--- src/sv/mme_pkg.sv ---
`default_nettype none

package mme_pkg;

  // fixed field widths of the item, result and configuration words
  localparam int OP_W      = 2;
  localparam int IDX_W     = 6;
  localparam int ELEM_W    = 16;
  localparam int VALUE_W   = 38;
  localparam int COL_W     = 6;
  localparam int DIM_REG_W = 7;
  localparam int CFG_IDX_W = 2;

  // opcodes
  localparam logic [OP_W-1:0] OP_LOAD_LEFT  = 2'd0;
  localparam logic [OP_W-1:0] OP_LOAD_RIGHT = 2'd1;
  localparam logic [OP_W-1:0] OP_COMPUTE    = 2'd2;

  // configuration register indexes
  localparam logic [CFG_IDX_W-1:0] REG_ROWS_M  = 2'd0;
  localparam logic [CFG_IDX_W-1:0] REG_INNER_K = 2'd1;
  localparam logic [CFG_IDX_W-1:0] REG_COLS_N  = 2'd2;

  typedef struct packed {
    logic [OP_W-1:0]          opcode;
    logic [IDX_W-1:0]         row_index;
    logic [IDX_W-1:0]         col_index;
    logic signed [ELEM_W-1:0] element_value;
  } in_word_t;

  typedef struct packed {
    logic signed [VALUE_W-1:0] product_value;
    logic [COL_W-1:0]          product_column;
    logic                      last_of_row;
    logic                      index_error;
  } out_word_t;

  // tag that travels along the cell chain with each term
  typedef struct packed {
    logic v;
    logic first;
    logic last;
  } tag_t;

  // result chain control
  typedef struct packed {
    logic cap;
    logic shift;
  } drain_t;

endpackage

`default_nettype wire

--- src/sv/mme_cell.sv ---
`default_nettype none

module mme_cell #(
  parameter int MAX_DIM    = 64,
  parameter int ELEM_WIDTH = 16
) (
  input  logic                                  clk,
  input  logic                                  rst_n,
  input  logic signed [ELEM_WIDTH-1:0]          a_in,
  input  logic [(MAX_DIM > 1 ? $clog2(MAX_DIM) : 1)-1:0] t_in,
  input  mme_pkg::tag_t                         tag_in,
  output logic signed [ELEM_WIDTH-1:0]          a_out,
  output logic [(MAX_DIM > 1 ? $clog2(MAX_DIM) : 1)-1:0] t_out,
  output mme_pkg::tag_t                         tag_out,
  input  logic                                  we,
  input  logic [(MAX_DIM > 1 ? $clog2(MAX_DIM) : 1)-1:0] waddr,
  input  logic signed [ELEM_WIDTH-1:0]          wdata,
  input  mme_pkg::drain_t                       drain,
  input  logic signed [mme_pkg::VALUE_W-1:0]    res_in,
  output logic signed [mme_pkg::VALUE_W-1:0]    res_out,
  output logic                                  done
);
  import mme_pkg::*;

  localparam int DIM_W  = (MAX_DIM > 1) ? $clog2(MAX_DIM) : 1;
  localparam int DEPTH  = 1 << DIM_W;
  localparam int PROD_W = 2 * ELEM_WIDTH;

  // one column of the right matrix, addressed by inner index
  logic signed [ELEM_WIDTH-1:0] col_mem [DEPTH];

  logic signed [ELEM_WIDTH-1:0] a_r;
  logic signed [ELEM_WIDTH-1:0] b_q_r;
  logic [DIM_W-1:0]             t_r;
  tag_t                         tag_r;
  tag_t                         tag2_r;
  logic signed [PROD_W-1:0]     prod_r;
  logic signed [VALUE_W-1:0]    acc_r;
  logic signed [VALUE_W-1:0]    acc_nxt;
  logic signed [VALUE_W-1:0]    res_r;
  logic signed [VALUE_W-1:0]    res_nxt;
  logic                         done_r;

  always_ff @(posedge clk) begin
    if (we) begin
      col_mem[waddr] <= wdata;
    end
    b_q_r <= col_mem[t_in];
  end

  always_comb begin
    acc_nxt = acc_r;
    if (tag2_r.v) begin
      if (tag2_r.first) begin
        acc_nxt = VALUE_W'(prod_r);
      end else begin
        acc_nxt = acc_r + VALUE_W'(prod_r);
      end
    end
  end

  always_comb begin
    res_nxt = res_r;
    if (drain.cap) begin
      res_nxt = acc_r;
    end else if (drain.shift) begin
      res_nxt = res_in;
    end
  end

  always_ff @(posedge clk) begin
    if (!rst_n) begin
      tag_r  <= '0;
      tag2_r <= '0;
      done_r <= 1'b0;
    end else begin
      tag_r  <= tag_in;
      tag2_r <= tag_r;
      done_r <= tag2_r.v && tag2_r.last;
    end
  end

  always_ff @(posedge clk) begin
    a_r    <= a_in;
    t_r    <= t_in;
    prod_r <= a_r * b_q_r;
    acc_r  <= acc_nxt;
    res_r  <= res_nxt;
  end

  assign a_out   = a_r;
  assign t_out   = t_r;
  assign tag_out = tag_r;
  assign res_out = res_r;
  assign done    = done_r;

endmodule

`default_nettype wire

--- config.mk ---
export PLATFORM = sky130hd
export DESIGN_NAME = mme_cell
export DESIGN_NICKNAME = d
export VERILOG_FILES = /design/src/sv/mme_pkg.sv /design/src/sv/mme_cell.sv
export SDC_FILE = /design/constraint.sdc
export NUM_CORES = 2
export LEC_CHECK = 0
export BUFFER_PORTS_ARGS = -buffer_cell sky130_fd_sc_hd__buf_2
export CAP_MARGIN = 40
export CORE_MARGIN = 1.5
export CORE_UTILIZATION = 35
export DETAILED_ROUTE_END_ITERATION = 8
export SETUP_SLACK_MARGIN = 0.5
export SYNTH_ARGS = -nofsm -noshare
export SYNTH_HDL_FRONTEND = slang
export SYNTH_SLANG_ARGS = --single-unit
--- constraint.sdc ---
create_clock -name clk -period 7.1 [get_ports clk]
set_clock_uncertainty 0.2 [all_clocks]
set_input_delay 1.42 -clock clk [delete_from_list [all_inputs] [get_ports clk]]
set_output_delay 1.42 -clock clk [all_outputs]
set_load 0.01 [all_outputs]
==> results_dict.tcl <==
set metrics [dict create \
    status "finished clean" \
    grt_setup_unrepaired "no" \
    synth_fp_nets 3622 \
    cts_sinks 1177 \
    grt_max_degree 94 \
    cts_tree "yes" \
    vias 28300 \
    synth-edff-count 1100 \
    row_count 145 \
    cp_common_cell "fa_1" \
    path_buf_inv 3 \
    netlist_instances 3150 \
    fmax_mhz 156 \
    port_buffers 153 \
    clk_latency_ns 0.77 \
    die_h_microns 401 \
    dr.pass1.iters 5 \
    viasPerCell 5.06 \
    die_area_sq_mm 0.161 \
    cp_slowest_cell "dfxtp_1" \
    clockBufferDepth 3 \
    drc 0 \
    yosys_warnings 0 \
    r2r_slack_ns 0.69 \
    setup_violations 0 \
    synth_cell_types 62 \
    mostFrequentLayoutCell "edfxtp_1" \
    arrival_ns 6.85 \
    critical_path_class "reg -> reg" \
    nets 3899 \
    grt_pass1_wl_mm 193 \
    slew_headroom 0.403 \
    synthesis.area_sq_mm 0.0554 \
    postRouteAntennaNets 0 \
    path_max_fanout 16 \
    initial_core_util 0.353 \
    crit_path_end_kind "flop" \
    drtIter0Drc 2525 \
    final_max_slew_viol_count 0 \
    slowest_delay_ns 0.71 \
    dp_hpwl_mm 84.5 \
    max-cap-violations 0 \
    cts_root_buf "clkbuf_16" \
    syn2layout_area_growth_pct 14.9 \
    h-tree-depth 4 \
    numCtsBuffers 131 \
    hold_viol_final 0 \
    seq_area_frac_synth 0.624 \
    syn_area_per_cell_sq_um 17.6 \
    switching_share 0.390 \
    overflow 0 \
    critPathLaunchType "flop" \
    ys_ff_latch 1177 \
    drive_gt1_frac 0.244 \
    ys.flop_type "edfxtp_1" \
    holdBufCountCts 0 \
    cellPowerDensity_mw_per_mm2 521 \
    vdd_ir_drop_max_mv 0.911 \
    place_congestion 0.833 \
    die_w_microns 401 \
    pwr-share-clk 0.198 \
    wl_per_cell_microns 22.9 \
    p_int_mw 20.2 \
    hp-start "tag2_r[0]" \
    p_comb_frac 0.548 \
    cp_cell_sequence "nand2_1 > fa_1 > fa_1 > inv_1 > fa_1 > fa_1 > fa_1 > inv_1 > fa_1 > inv_1 > ha_1 > a21o_1 > a21o_1 > a221o_1 > nand2_1 > o31ai_1 > a21o_1 > a211o_1 > a21o_1 > xnor2_1" \
    seqPwrFrac 0.253 \
    io_pins 154 \
    required_ns 7.54 \
    power.switching_mw 12.9 \
    worst_slew_pin_slew_ns 0.896 \
    cellLeakagePower_nw 22.6 \
    crit_family "adder cells" \
    setup.worst_path.start "b_q_r[13]" \
    grtUsageTotal 0.160 \
    grt_antenna_before_repair 11 \
    power.total_mw 33.2 \
    synth-async-reset-ratio 0 \
    drt-total-wl_mm 128 \
    period_share 0.903 \
    r2r_start "b_q_r[13]" \
    period_minus_slack_ns 6.41 \
    path_clk_slew_ns 0.07 \
    mostFrequentLayoutCells "edfxtp_1 (1100), mux4_2 (336), inv_1 (292)" \
    grt_pass1_vias 29400 \
    setup_tns_ns 0 \
    core_area_sq_mm 0.157 \
    hold_class "reg -> reg" \
]
==> what timing repair did <==
action                                  in CTS  in global routing
gates resized for setup                      3                 26
buffers inserted                             0                  1
pin swaps                                    0                  1
endpoints found under the setup margin       1                  6
==> synthesized netlist by cell type, types with 8 or more instances <==
| library cell | n | area [sq um] |
|---|---|---|
| edfxtp_1 | 1100 | 33000 |
| inv_1 | 292 | 1100 |
| dfxtp_1 | 77 | 1540 |
| nor3_1 | 12 | 60.1 |
| fa_1 | 263 | 5270 |
| o21bai_1 | 9 | 67.6 |
| mux4_2 | 336 | 7570 |
| nand2b_1 | 10 | 62.6 |
| nand3_1 | 20 | 100 |
| xnor2_1 | 46 | 403 |
| nor2_1 | 104 | 390 |
| ha_1 | 119 | 1490 |
| buf_2 | 12 | 60.1 |
| and3_1 | 9 | 56.3 |
| xor2_1 | 21 | 184 |
| buf_4 | 14 | 105 |
| o21ai_0 | 59 | 295 |
| and2_1 | 136 | 851 |
| buf_1 | 8 | 30.0 |
| clkbuf_1 | 94 | 353 |
| mux2_2 | 39 | 439 |
| a211oi_1 | 8 | 60.1 |
| nor2b_1 | 11 | 68.8 |
| nand2_1 | 185 | 694 |
| a21oi_1 | 57 | 285 |
| a21o_1 | 31 | 233 |
==> per-stage QoR <==
| step | hold slack, ns | area, sq um | setup slack, ns | utilization | cells |
|---|---|---|---|---|---|
| after global routing | 0.287 | 63600 | 0.498 | 0.406 | 5584 |
| after CTS | 0.253 | 63600 | 0.501 | 0.406 | 5582 |
| after floorplan | 0.229 | 55400 | 0.939 | - | 3150 |
| final | 0.257 | 63600 | 0.688 | 0.406 | 5585 |
| after detailed placement | 0.242 | 59400 | 0.513 | 0.379 | 5351 |
| after global placement | 0.233 | 59100 | 0.609 | 0.377 | 5333 |
==> final cells by class <==
type | count | area, sq um
Antenna cell | 2 | 5.00
Clock buffer | 160 | 3410
Clock inverter | 71 | 788
Fill cell | 14100 | 93100
Inverter | 292 | 1100
Multi-Input combinational cell | 1550 | 19200
Sequential cell | 1177 | 34600
Tap cell | 2058 | 2570
Timing Repair Buffer | 275 | 1960
==> power groups by stage <==
stage / registers, mW / clock network (mW) / logic (mW)
global route: 8.43 / 7.02 / 20.6
finish: 8.41 / 6.57 / 18.2
detailed placement: 8.55 / 0 / 18.0
floorplan: 8.46 / 0 / 14.4
CTS: 8.40 / 6.75 / 18.2
global placement: 8.54 / 0 / 17.8
==> path summary, 6_finish.rpt <==
check,cells after the start,endpoint
hold / removal,1,done
setup reg to reg,20,prod_r[31]
setup / recovery,20,prod_r[31]
hold reg to reg,1,done
==> kinds of logic (layout without fill, tap and decap cells) <==
kind of cell / count (synthesis) / count (layout) / synth area share
compound gates: 216 / 216 / 0.0248
buf+inv: 423 / 798 / 0.0302
xor+xnor: 67 / 67 / 0.0106
mux: 375 / 375 / 0.145
fa+ha+maj: 382 / 382 / 0.122
other cells: 0 / 2 / 0
simple gates: 510 / 510 / 0.0440
flops: 1177 / 1177 / 0.624
==> per-layer routing <==
metal / routed length (microns) / up-vias / GRT usage / share of wire
met5: 27 / - / 0 / 0.00021
met4: 2660 / 4 / 0.0425 / 0.021
met3: 7250 / 170 / 0.0275 / 0.057
met2: 61800 / 872 / 0.261 / 0.48
met1: 56400 / 14800 / 0.222 / 0.44
li1: - / 12400 / - / -
==> sequential cells by signal, summed over array words and instances, names as in the netlist <==
name     flops
done         1
acc_r       38
t_out        6
b_q_r       16
res_out     38
col_mem   1024
tag_out      3
prod_r      32
tag2_r       3
a_out       16
Note: power is estimated with default switching activity, not from simulation.
